### config.mk
export PLATFORM = sky130hd
export DESIGN_NAME = memh_text_loader_write_combiner_core
export DESIGN_NICKNAME = d
export VERILOG_FILES = /design/src/hdl/mtlwc_pkg.sv /design/src/hdl/memh_text_loader_write_combiner_core.sv /design/src/hdl/mtlwc_parse.sv /design/src/hdl/mtlwc_queue.sv
export SDC_FILE = /design/constraint.sdc
export NUM_CORES = 2
export LEC_CHECK = 0
export BUFFER_PORTS_ARGS = -buffer_cell sky130_fd_sc_hd__buf_4
export CORE_ASPECT_RATIO = 1.75
export CORE_UTILIZATION = 50
export CTS_BUF_LIST = sky130_fd_sc_hd__clkbuf_16
export DETAILED_ROUTE_END_ITERATION = 6
export GPL_ROUTABILITY_DRIVEN = 0
export PLACE_DENSITY = 0.67
export SLEW_MARGIN = 25
export SYNTH_ARGS = -nofsm -noshare
export SYNTH_HDL_FRONTEND = slang
export SYNTH_SLANG_ARGS = --single-unit
export TNS_END_PERCENT = 30
### constraint.sdc
create_clock -name clk -period 42.9 [get_ports clk]
set_input_delay 10.725 -clock clk [delete_from_list [all_inputs] [get_ports clk]]
set_output_delay 10.725 -clock clk [all_outputs]
set_load 0.05 [all_outputs]
### src/hdl/mtlwc_pkg.sv
// ----------------------------------------------------------------------------
// mtlwc_pkg
// Shared types, character codes and helpers for the memh text loader with
// write combining.
// ----------------------------------------------------------------------------
`default_nettype none

package mtlwc_pkg;

  // Default line buffer length; only the first LINE_CHARS-1 characters count.
  localparam int LINE_CHARS_DEF = 256;

  // Character codes that steer the parser.
  localparam logic [7:0] CH_NUL   = 8'h00;
  localparam logic [7:0] CH_TAB   = 8'h09;
  localparam logic [7:0] CH_LF    = 8'h0A;
  localparam logic [7:0] CH_CR    = 8'h0D;
  localparam logic [7:0] CH_SPACE = 8'h20;
  localparam logic [7:0] CH_AT    = 8'h40;
  localparam logic [7:0] CH_D     = 8'h44;
  localparam logic [7:0] CH_E     = 8'h45;
  localparam logic [7:0] CH_N     = 8'h4E;

  // Result kinds.
  localparam logic KIND_WRITE = 1'b0;
  localparam logic KIND_DONE  = 1'b1;

  // Progress of the parser through one line.
  typedef enum logic [2:0] {
    PH_START     = 3'd0,
    PH_ECAND     = 3'd1,
    PH_ADDR      = 3'd2,
    PH_ADDR_DONE = 3'd3,
    PH_DATA      = 3'd4,
    PH_SKIP      = 3'd5,
    PH_END_DONE  = 3'd6
  } phase_t;

  // One result item.
  typedef struct packed {
    logic        kind;
    logic [63:0] word_address;
    logic [63:0] word_value;
    logic [7:0]  byte_strobe;
    logic [31:0] bytes_loaded;
    logic [31:0] writes_issued;
    logic        last;
  } result_t;

  // Decoded hex digit: valid flag and value.
  typedef struct packed {
    logic       valid;
    logic [3:0] value;
  } digit_t;

  function automatic digit_t hex_digit(input logic [7:0] c);
    digit_t d;
    d.valid = 1'b1;
    d.value = 4'd0;
    if (c >= 8'h30 && c <= 8'h39) begin
      d.value = c[3:0];
    end else if ((c >= 8'h61 && c <= 8'h66) || (c >= 8'h41 && c <= 8'h46)) begin
      d.value = c[3:0] + 4'd9;
    end else begin
      d.valid = 1'b0;
    end
    return d;
  endfunction

  function automatic logic is_blank(input logic [7:0] c);
    return (c == CH_SPACE) || (c == CH_TAB);
  endfunction

  function automatic result_t write_result(input logic [63:0] base,
                                           input logic [63:0] data,
                                           input logic [7:0]  strobe);
    result_t r;
    r = '0;
    r.kind         = KIND_WRITE;
    r.word_address = base;
    r.word_value   = data;
    r.byte_strobe  = strobe;
    return r;
  endfunction

endpackage

`default_nettype wire

### src/hdl/memh_text_loader_write_combiner_core.sv
// Each result item is registered in the result queue when its character is accepted.
// Throughput: one character per cycle while the queue has room; a character that yields
// two items sends them out one at a time, and the four-entry result queue sets how far input runs ahead.
// Reset (synchronous, active high): parse state, address, word and counters cleared,
// result queue emptied; no clearing pass.
// ----------------------------------------------------------------------------
// memh_text_loader_write_combiner_core
// Parses memh text one character at a time and emits combined 64-bit writes
// and a done item with byte and write totals.
// ----------------------------------------------------------------------------
`default_nettype none

module memh_text_loader_write_combiner_core #(
  parameter int LINE_CHARS = mtlwc_pkg::LINE_CHARS_DEF
) (
  input  wire logic        clk,
  input  wire logic        rst,
  input  wire logic        in_valid,
  output logic             in_ready,
  input  wire logic [7:0]  char_code,
  output logic             out_valid,
  input  wire logic        out_ready,
  output logic             kind,
  output logic [63:0]      word_address,
  output logic [63:0]      word_value,
  output logic [7:0]       byte_strobe,
  output logic [31:0]      bytes_loaded,
  output logic [31:0]      writes_issued,
  output logic             last
);
  import mtlwc_pkg::*;

  result_t    res0;
  result_t    res1;
  result_t    head;
  logic [1:0] res_count;
  logic       room;
  logic       take;

  // A character is taken whenever the queue can hold two more items.
  assign in_ready = room;
  assign take     = in_valid && room;

  mtlwc_parse #(
    .LINE_CHARS(LINE_CHARS)
  ) u_parse (
    .clk       (clk),
    .rst       (rst),
    .take      (take),
    .char_code (char_code),
    .res0      (res0),
    .res1      (res1),
    .res_count (res_count)
  );

  mtlwc_queue u_queue (
    .clk        (clk),
    .rst        (rst),
    .push0      (res0),
    .push1      (res1),
    .push_count (res_count),
    .room       (room),
    .out_valid  (out_valid),
    .out_ready  (out_ready),
    .head       (head)
  );

  // Output fields.
  assign kind          = head.kind;
  assign word_address  = head.word_address;
  assign word_value    = head.word_value;
  assign byte_strobe   = head.byte_strobe;
  assign bytes_loaded  = head.bytes_loaded;
  assign writes_issued = head.writes_issued;
  assign last          = head.last;

endmodule

`default_nettype wire

### src/hdl/mtlwc_parse.sv
// ----------------------------------------------------------------------------
// mtlwc_parse
// Line parser and write combiner. Holds the whole parse state and turns one
// character into zero, one or two result items combinationally.
// ----------------------------------------------------------------------------
`default_nettype none

module mtlwc_parse #(
  parameter int LINE_CHARS = mtlwc_pkg::LINE_CHARS_DEF
) (
  input  wire logic              clk,
  input  wire logic              rst,
  input  wire logic              take,
  input  wire logic [7:0]        char_code,
  output mtlwc_pkg::result_t     res0,
  output mtlwc_pkg::result_t     res1,
  output logic [1:0]             res_count
);
  import mtlwc_pkg::*;

  localparam int CW = $clog2(LINE_CHARS);

  // Parse state registers.
  logic [CW-1:0] line_column,  line_column_next;
  phase_t        line_phase,   line_phase_next;
  logic [1:0]    end_match,    end_match_next;
  logic          held_valid,   held_valid_next;
  logic [3:0]    held_value,   held_value_next;
  logic [63:0]   running_address, running_address_next;
  logic [63:0]   address_accum,   address_accum_next;
  logic          address_digit_seen, address_digit_seen_next;
  logic [63:0]   word_base,    word_base_next;
  logic [63:0]   word_data,    word_data_next;
  logic [7:0]    word_strobe,  word_strobe_next;
  logic [31:0]   byte_counter, byte_counter_next;
  logic [31:0]   write_counter, write_counter_next;

  always_ff @(posedge clk) begin
    if (rst) begin
      line_column        <= '0;
      line_phase         <= PH_START;
      end_match          <= '0;
      held_valid         <= 1'b0;
      held_value         <= '0;
      running_address    <= '0;
      address_accum      <= '0;
      address_digit_seen <= 1'b0;
      word_base          <= '0;
      word_data          <= '0;
      word_strobe        <= '0;
      byte_counter       <= '0;
      write_counter      <= '0;
    end else begin
      line_column        <= line_column_next;
      line_phase         <= line_phase_next;
      end_match          <= end_match_next;
      held_valid         <= held_valid_next;
      held_value         <= held_value_next;
      running_address    <= running_address_next;
      address_accum      <= address_accum_next;
      address_digit_seen <= address_digit_seen_next;
      word_base          <= word_base_next;
      word_data          <= word_data_next;
      word_strobe        <= word_strobe_next;
      byte_counter       <= byte_counter_next;
      write_counter      <= write_counter_next;
    end
  end

  // Next state and results. The character first sets a few action flags,
  // then the flush, merge and done actions run in that order.
  always_comb begin
    digit_t      d;
    logic        do_flush;
    logic        do_merge;
    logic        do_done;
    logic [7:0]  merge_val;
    logic [63:0] nb;
    logic [2:0]  lane;
    logic [1:0]  n;
    result_t     done_res;

    d         = hex_digit(char_code);
    do_flush  = 1'b0;
    do_merge  = 1'b0;
    do_done   = 1'b0;
    merge_val = {held_value, d.value};
    nb        = {running_address[63:3], 3'b000};
    lane      = running_address[2:0];
    n         = 2'd0;
    done_res  = '0;
    res0      = '0;
    res1      = '0;

    line_column_next        = line_column;
    line_phase_next         = line_phase;
    end_match_next          = end_match;
    held_valid_next         = held_valid;
    held_value_next         = held_value;
    running_address_next    = running_address;
    address_accum_next      = address_accum;
    address_digit_seen_next = address_digit_seen;
    word_base_next          = word_base;
    word_data_next          = word_data;
    word_strobe_next        = word_strobe;
    byte_counter_next       = byte_counter;
    write_counter_next      = write_counter;

    // Decode the character against the line phase.
    if (take && char_code != CH_CR) begin
      if (char_code == CH_LF) begin
        if (line_phase == PH_ADDR || line_phase == PH_ADDR_DONE) begin
          if (address_digit_seen) begin
            running_address_next = address_accum;
          end
        end else if (line_phase == PH_END_DONE ||
                     (line_phase == PH_ECAND && end_match == 2'd3)) begin
          do_flush = 1'b1;
          do_done  = 1'b1;
        end
        line_column_next = '0;
        line_phase_next  = PH_START;
        end_match_next   = '0;
        held_valid_next  = 1'b0;
        held_value_next  = '0;
      end else if (line_column < CW'(LINE_CHARS - 1)) begin
        line_column_next = line_column + CW'(1);
        case (line_phase)
          PH_START: begin
            if (!is_blank(char_code)) begin
              if (char_code == CH_AT) begin
                do_flush                = 1'b1;
                address_accum_next      = '0;
                address_digit_seen_next = 1'b0;
                line_phase_next         = PH_ADDR;
              end else if (char_code == CH_E) begin
                held_valid_next = 1'b1;
                held_value_next = 4'hE;
                end_match_next  = 2'd1;
                line_phase_next = PH_ECAND;
              end else if (d.valid) begin
                held_valid_next = 1'b1;
                held_value_next = d.value;
                line_phase_next = PH_DATA;
              end else begin
                line_phase_next = PH_SKIP;
              end
            end
          end
          PH_ECAND: begin
            if (end_match == 2'd1) begin
              held_valid_next = 1'b0;
              held_value_next = '0;
              if (char_code == CH_N) begin
                end_match_next = 2'd2;
              end else if (d.valid) begin
                do_merge        = 1'b1;
                end_match_next  = '0;
                line_phase_next = PH_DATA;
              end else begin
                line_phase_next = PH_SKIP;
              end
            end else if (end_match == 2'd2) begin
              if (char_code == CH_D) begin
                end_match_next = 2'd3;
              end else begin
                line_phase_next = PH_SKIP;
              end
            end else begin
              if (is_blank(char_code) || char_code == CH_NUL) begin
                line_phase_next = PH_END_DONE;
              end else begin
                line_phase_next = PH_SKIP;
              end
            end
          end
          PH_ADDR: begin
            if (d.valid) begin
              address_accum_next      = {address_accum[59:0], d.value};
              address_digit_seen_next = 1'b1;
            end else begin
              line_phase_next = PH_ADDR_DONE;
            end
          end
          PH_DATA: begin
            if (!held_valid) begin
              if (!is_blank(char_code)) begin
                if (d.valid) begin
                  held_valid_next = 1'b1;
                  held_value_next = d.value;
                end else begin
                  line_phase_next = PH_SKIP;
                end
              end
            end else begin
              if (d.valid) begin
                do_merge = 1'b1;
              end else begin
                line_phase_next = PH_SKIP;
              end
              held_valid_next = 1'b0;
              held_value_next = '0;
            end
          end
          default: begin
          end
        endcase
      end
    end

    // Flush of the pending word before an address line or a done.
    if (do_flush && word_strobe_next != 8'd0) begin
      res0               = write_result(word_base_next, word_data_next, word_strobe_next);
      n                  = 2'd1;
      word_data_next     = '0;
      word_strobe_next   = '0;
      write_counter_next = write_counter_next + 32'd1;
    end

    // Merge one byte into the aligned word, flushing on a base change or when full.
    if (do_merge) begin
      if (word_strobe_next == 8'd0) begin
        word_base_next = nb;
      end else if (word_base_next != nb) begin
        res0               = write_result(word_base_next, word_data_next, word_strobe_next);
        n                  = 2'd1;
        word_data_next     = '0;
        word_strobe_next   = '0;
        write_counter_next = write_counter_next + 32'd1;
        word_base_next     = nb;
      end
      word_data_next   = word_data_next | ({56'd0, merge_val} << {lane, 3'b000});
      word_strobe_next = word_strobe_next | (8'd1 << lane);
      if (word_strobe_next == 8'hFF) begin
        if (n == 2'd0) begin
          res0 = write_result(word_base_next, word_data_next, word_strobe_next);
        end else begin
          res1 = write_result(word_base_next, word_data_next, word_strobe_next);
        end
        n                  = n + 2'd1;
        word_data_next     = '0;
        word_strobe_next   = '0;
        write_counter_next = write_counter_next + 32'd1;
      end
      running_address_next = running_address + 64'd1;
      byte_counter_next    = byte_counter + 32'd1;
    end

    // Done item, then everything returns to its reset value.
    if (do_done) begin
      done_res.kind          = KIND_DONE;
      done_res.bytes_loaded  = byte_counter_next;
      done_res.writes_issued = write_counter_next;
      if (n == 2'd0) begin
        res0 = done_res;
      end else begin
        res1 = done_res;
      end
      n = n + 2'd1;
      line_column_next        = '0;
      line_phase_next         = PH_START;
      end_match_next          = '0;
      held_valid_next         = 1'b0;
      held_value_next         = '0;
      running_address_next    = '0;
      address_accum_next      = '0;
      address_digit_seen_next = 1'b0;
      word_base_next          = '0;
      word_data_next          = '0;
      word_strobe_next        = '0;
      byte_counter_next       = '0;
      write_counter_next      = '0;
    end

    // Mark the final item caused by this character.
    if (n == 2'd2) begin
      res1.last = 1'b1;
    end else if (n == 2'd1) begin
      res0.last = 1'b1;
    end
    res_count = n;
  end

endmodule

`default_nettype wire

### src/hdl/mtlwc_queue.sv
// ----------------------------------------------------------------------------
// mtlwc_queue
// Four-entry result queue. Takes up to two items per cycle from the parser
// and presents one registered item per cycle on the output channel while out_ready is high.
// ----------------------------------------------------------------------------
`default_nettype none

module mtlwc_queue (
  input  wire logic               clk,
  input  wire logic               rst,
  input  wire mtlwc_pkg::result_t push0,
  input  wire mtlwc_pkg::result_t push1,
  input  wire logic [1:0]         push_count,
  output logic                    room,
  output logic                    out_valid,
  input  wire logic               out_ready,
  output mtlwc_pkg::result_t      head
);
  import mtlwc_pkg::*;

  // Item storage and pointers.
  result_t    entries [4];
  logic [1:0] wr_ptr, wr_ptr_next;
  logic [1:0] rd_ptr, rd_ptr_next;
  logic [2:0] count,  count_next;
  logic       pop;

  assign pop       = out_valid && out_ready;
  assign out_valid = count != 3'd0;
  assign head      = entries[rd_ptr];
  // Room for the worst case of two items from one character.
  assign room      = count <= 3'd2;

  always_comb begin
    wr_ptr_next = wr_ptr + push_count;
    rd_ptr_next = rd_ptr + {1'b0, pop};
    count_next  = count + {1'b0, push_count} - {2'b00, pop};
  end

  always_ff @(posedge clk) begin
    if (rst) begin
      wr_ptr <= '0;
      rd_ptr <= '0;
      count  <= '0;
    end else begin
      wr_ptr <= wr_ptr_next;
      rd_ptr <= rd_ptr_next;
      count  <= count_next;
    end
  end

  // Item writes need no reset.
  always_ff @(posedge clk) begin
    if (push_count != 2'd0) begin
      entries[wr_ptr] <= push0;
    end
    if (push_count == 2'd2) begin
      entries[wr_ptr + 2'd1] <= push1;
    end
  end

endmodule

`default_nettype wire
[Word-level counts from Yosys, hierarchy flattened]
Memory sizes are Yosys's and may differ from the RTL's. A register that Yosys moved wholly into a read port is not among the register bits.
Index checks and enable logic that the tools add are counted.
Word-level totals
  bits of input ports: 12
  memories kept: 1
  register bits: 354
  output and inout bits: 204
  logic and storage cells: 249
  memory bits (writable): 808
Memories
  u_queue.entries: words 4, width 202, rd ports 1, clocked after Yosys merged registers in 1, wr ports 2, RTL line mtlwc_queue.sv:22  | result_t entries [4];
Cells by class
  bitwise logic cells: 3
  magnitude comparators: 8
  multiplexer cells: 132
  shift operators: 2
  reduce and logical (&&, ||, !) cells: 38
  $add $sub $neg: 14
  eq/ne operators: 35
Operators with widths (number)
  $mux W202: 10
  $mux W64: 16
  $mux W201: 3
  $mux W32: 7
  $add A32 B1 Y32 const B: 4
  $pmux W64 S2: 1
  $add A64 B1 Y64 const B: 1
  $mux W8: 8
  $ne A64 B64 Y1: 1
  $or A64 B64 Y64: 1
  $shl A8 B6 Y64: 1
  $mux W4: 11
  $mux W1: 40
  $mux W3: 13
  $mux W2: 17
  $eq A8 B7 Y1 const B: 4
  $reduce_and A7 Y1: 3
  $eq A8 B4 Y1 const B: 2
  $ge A8 B7 Y1 const B: 2
  $le A8 B7 Y1 const B: 2
  $logic_not A8 Y1: 2
  $reduce_bool A2 Y1: 7
  $ne A4 B3 Y1 const B: 3
  $pmux W3 S4: 1
  other kinds (48): 72

[Depth between registers and ports, before layout]
  word-level depth: 22
  mapped depth: 21
  gate-level depth less buffers: 19

[Cells and area by module]
A second synthesis with hierarchy kept.
Unflattened totals
  cell total of the unflattened synthesis: 4900
  area, all modules: 61038.5 sq um
By module, submodules not included
  mtlwc_queue: cells each 2000, times used 1, seq. area each 24403.4 sq um, area each 39384.0 sq um
  mtlwc_parse: cells each 2899, times used 1, seq. area each 6946.7 sq um, area each 21648.3 sq um
  memh_text_loader_write_combiner_core: cells each 1, times used 1, seq. area each 0.0 sq um, area each 6.3 sq um

[Worst setup path after synthesis]
OpenSTA, ideal clock, no wires.
  path kind: input -> register
  start: in char_code[0]
  end: mem u_queue.entries[0][0] (netlist bit) (enable)
  cell stages on the path: 16
  required time: 41.838 ns
  arrival: 28.712 ns
  path slack: 13.126 ns
  buffers on the path: 1
  setup time: 1.062 ns
  cell sequence: inv_1 ha_1 nor3b_2 nand4_1 nor4_2 nor2_1 o21ai_0 or2_2 clkbuf_1 clkinv_1 ha_1 a21oi_1 ha_1 a22oi_1 nor2b_1 o31ai_1
RTL lines
  start, declared: RTL line memh_text_loader_write_combiner_core.sv:20  | input wire logic [7:0] char_code,
  end, declared: RTL line mtlwc_queue.sv:22

==> summary.txt <==
CP Launch Type -> primary input
Layout cells sized above 1 -> 14.5%
Worst-path fanout max -> 60
Async SR Flop Fraction -> 0%
Number of global-route vias before repair -> 36900
Worst vdd ir -> 38.2 uV
Final Setup Violations -> 0
Setup Total Neg Slack -> 0 ns
Multiplexer share of the synthesized area -> 8.75%
H-tree levels -> 3
Failing checks -> DRC
Final hold violation count -> 0
XOR/XNOR share of the synthesized area -> 3.03%
Port-buffer cells -> 215
Clock sink total -> 1162
Leakage -> 19.4 nW
Max stage delay cell, worst path -> nor4_2
Worst Hold Launch -> u_parse.address_accum[60]$_SDFFE_PP0P_
First-pass GRT wire length -> 217000 microns
Status -> complete, but fails checks
Register area share after synthesis -> 59.5%
Initial antenna violation count -> 9
Syn nets -> 4730
Largest net degree at the start of global routing -> 147
Top cells by area, synth -> edfxtp_1 46%, dfxtp_1 13%, mux4_2 8.6%
Min-Delay Path Class -> reg2reg
DR iter-0 viols -> 3380
Register-to-Register Path Depth -> 15
Post-Synth Simple-Gate Area -> 16.7%
Clock Skews -> 0.0559 ns
Chip width -> 247 microns
Synthesized area -> 52700 sq um
Post-cts sizing count -> 0
Period utilization -> 39.5%
Synth area leader -> edfxtp_1
Core area -> 105000 sq um
Largest family of logic cells by synthesized area -> simple AND/OR/NAND/NOR gates
Area of the die -> 107000 sq um
Nets -> 4759
Adder-cell share of the synthesized area -> 0.655%
Unrepaired setup endpoints after global routing -> false
R2R Setup Slk -> 35.23 ns
Avg Cell Area, Syn -> 11.2 sq um
Post-synth EDFFs -> 808
GRT Residual Overflow -> 0
Setup Fix Bufs, Post-CTS -> 0
Yosys warning total -> 0
CTS tree -> yes
Drt via density -> 6.07
Wire per inst -> 23.3 microns
Most used cell, CP -> buf_4
IO Pins -> 216
Dpl ws -> 25.28 ns
Syn-to-layout area delta -> 11.4%
Critical path's top delay family -> simple AND/OR/NAND/NOR gates
Final min period -> 16.93 ns
Filler Cell Count -> 8770
Synth unique cells -> 92
Slew @ Worst Pin -> 1.20 ns
CP peak stage delay -> 0.77 ns
Main synth FF type -> edfxtp_1
Critical path origin -> char_code[0]
Critical path class -> in2reg
CTS clk-pin slew, worst paths -> 0.06 ns
Clock buffer depth -> 3
Headroom to the max-slew limit -> 20.3%
Mapped Cells -> 4691
Final WS setup -> 25.97 ns
Top Usage Layer GRT -> met2
FF+latch count, synth -> 1162
Critical R2R Capture -> u_queue.entries[0][198]$_DFFE_PP_
Site row count -> 157
DRT Wirelength -> 143000 microns
Post-synth top area share -> 46.0%
CP bufs+invs -> 6
Post-DP HPWL -> 89700 microns
Drt drc -> 37
Hold buffer count at cts -> 0
Fmax -> 0.0591 GHz
Clock root buffer -> clkbuf_16
Pwr dens -> 42.1 nW/um^2
Reg2reg start -> u_parse.running_address[10]$_SDFFE_PP0P_
Crit path depth -> 18
Cell Chain, Critical Path -> buf_4, inv_1, ha_1, nor3b_2, nand4_1, nor4_2, nor2_1, o21ai_0, or2_2, clkinv_1, ha_1, a21oi_1, a21oi_1, nor2b_1, o31ai_4, buf_6, buf_4, buf_4
Drt first pass iters -> 7
GR Util met3 -> 3.74%
Pins Over Slew Limit -> 0
Vias -> 37400
Arrival time worst endpoint -> 17.27 ns
WP data required -> 43.25 ns
Total track usage -> 26.7%
MaxCap Viol Count -> 0
Met1 usage -> 31.9%
Initial cell density of the core -> 50.4%
Met2 usage -> 46.0%
Die height -> 432 microns
Post-detailed-route count of antenna-violating nets -> 0
Post-synthesis compound-gate area fraction -> 8.57%
Total CTS buffers -> 104
Worst setup endpoint -> u_queue.entries[0][198]$_DFFE_PP_
Clk_lat worst skew -> 0.75 ns
CP endpoint kind -> flop
-- metrics by stage --
| step | cells | utilization (%) | total power, mW | hold WS (ns) | area (sq um) |
|---|---|---|---|---|---|
| after floorplan | 4691 | - | 1.48 | 0.432 | 52700 |
| after global routing | 6163 | 56.2 | 2.55 | 0.501 | 58700 |
| after detailed placement | 5965 | 52.9 | 1.58 | 0.468 | 55300 |
| after global placement | 5964 | 52.9 | 1.58 | 0.463 | 55300 |
| after CTS | 6162 | 56.2 | 2.49 | 0.475 | 58700 |
| final | 6164 | 56.2 | 2.47 | 0.473 | 58700 |
-- registers in the layout, indices dropped and copies added (netlist names), 2 cells and up --
signal,cells
u_parse.address_accum,64
u_parse.byte_counter,32
u_parse.end_match,2
u_parse.held_value,4
u_parse.line_column,8
u_parse.line_phase,3
u_parse.running_address,64
u_parse.word_base,64
u_parse.word_data,64
u_parse.word_strobe,8
u_parse.write_counter,32
u_queue.count,3
u_queue.entries,808
u_queue.rd_ptr,2
u_queue.wr_ptr,2
-- where the power goes --
part           switching (mW)  internal [mW]
sequential             0.0183           1.19
combinational           0.218          0.123
clock                   0.424          0.505
-- area by class of cell --
cell class              count  area (sq um)  share of cell area [%]
clock inverters            91           701                    1.19
well taps                1351          1690                    2.88
diodes                      2          5.00                 0.00852
repair buffers            273          2100                    3.57
flip-flops and latches   1162         31400                    53.4
clock buffers             106          2650                    4.52
multi-input cells        3138         20100                    34.2
inverters                  41           154                   0.262
-- cell families after synthesis --
kind of cell    after synthesis
compound gates              697
xor+xnor                    180
fa+ha+maj                    27
buf+inv                     391
flops                      1162
mux                         208
simple gates               2026
-- placed cells by master (no fill, tap or decap), types with 10 or more instances in the layout --
| master | netlist | final |
|---|---|---|
| nor2_1 | 1155 | 1150 |
| a211oi_1 | 14 | 14 |
| nor4_1 | 52 | 46 |
| edfxtp_1 | 808 | 808 |
| nor2b_1 | 15 | 15 |
| clkinv_1 | 3 | 22 |
| clkbuf_16 | 0 | 106 |
| nand4_1 | 55 | 55 |
| o22ai_1 | 10 | 10 |
| a31oi_1 | 14 | 14 |
| nand2_1 | 422 | 415 |
| clkinv_2 | 0 | 15 |
| o21ai_0 | 138 | 137 |
| nand3_1 | 82 | 80 |
| a22oi_1 | 194 | 194 |
| or4_1 | 15 | 15 |
| a32oi_1 | 19 | 19 |
| a22o_1 | 18 | 18 |
| nor3_1 | 71 | 69 |
| xor2_1 | 98 | 98 |
| or3_1 | 13 | 13 |
| inv_1 | 38 | 66 |
| and4_1 | 14 | 14 |
| a21oi_1 | 196 | 196 |
| nor4_2 | 5 | 11 |
| buf_4 | 0 | 267 |
| and3_1 | 34 | 33 |
| dfxtp_1 | 354 | 352 |
| xnor2_1 | 79 | 79 |
| and2_1 | 22 | 22 |
| mux4_2 | 202 | 202 |
| ha_1 | 26 | 26 |
-- per-layer routing --
metal  part of all wire [%]  vias up
met4                    5.5       12
met3                    5.5      346
met1                     38    18700
met2                     51     1299
li1                       -    17100
met5                  0.054        -
-- cell usage after synthesis, types with 15 or more instances --
library cell,n
nand2_1,422
buf_1,76
ha_1,26
mux4_2,202
nor2_1,1155
inv_1,38
a22o_1,18
xnor2_1,79
a22oi_1,194
nand3_1,82
dfxtp_1,354
a32oi_1,19
and3_1,34
nor2b_1,15
nor3_1,71
or4_1,15
and2_1,22
xor2_1,98
nor4_1,52
nand4_1,55
clkbuf_1,261
edfxtp_1,808
o21ai_0,138
a21oi_1,196
-- tightest hold or removal path, delay by kind of cell (launching register included) --
family | cells | cell delay, ns
AO/OA/AOI/OAI | 1 | 0.05
AND/OR/NAND/NOR | 1 | 0.06
flip-flops | 1 | 0.32
-- how the worst min path moves through the flow --
stage | end | slack (ns) | depth (start not counted)
6_report | u_parse.running_address[60]$_SDFFE_PP0P_ | 0.47 | 2
4_1_cts | u_parse.running_address[46]$_SDFFE_PP0P_ | 0.48 | 2
3_5_place_dp | u_parse.running_address[44]$_SDFFE_PP0P_ | 0.47 | 2
5_1_grt | u_parse.running_address[46]$_SDFFE_PP0P_ | 0.50 | 2
3_3_place_gp | u_parse.running_address[44]$_SDFFE_PP0P_ | 0.46 | 2
2_1_floorplan | u_parse.running_address[60]$_SDFFE_PP0P_ | 0.43 | 2
Note: power is estimated with default switching activity, not from simulation.
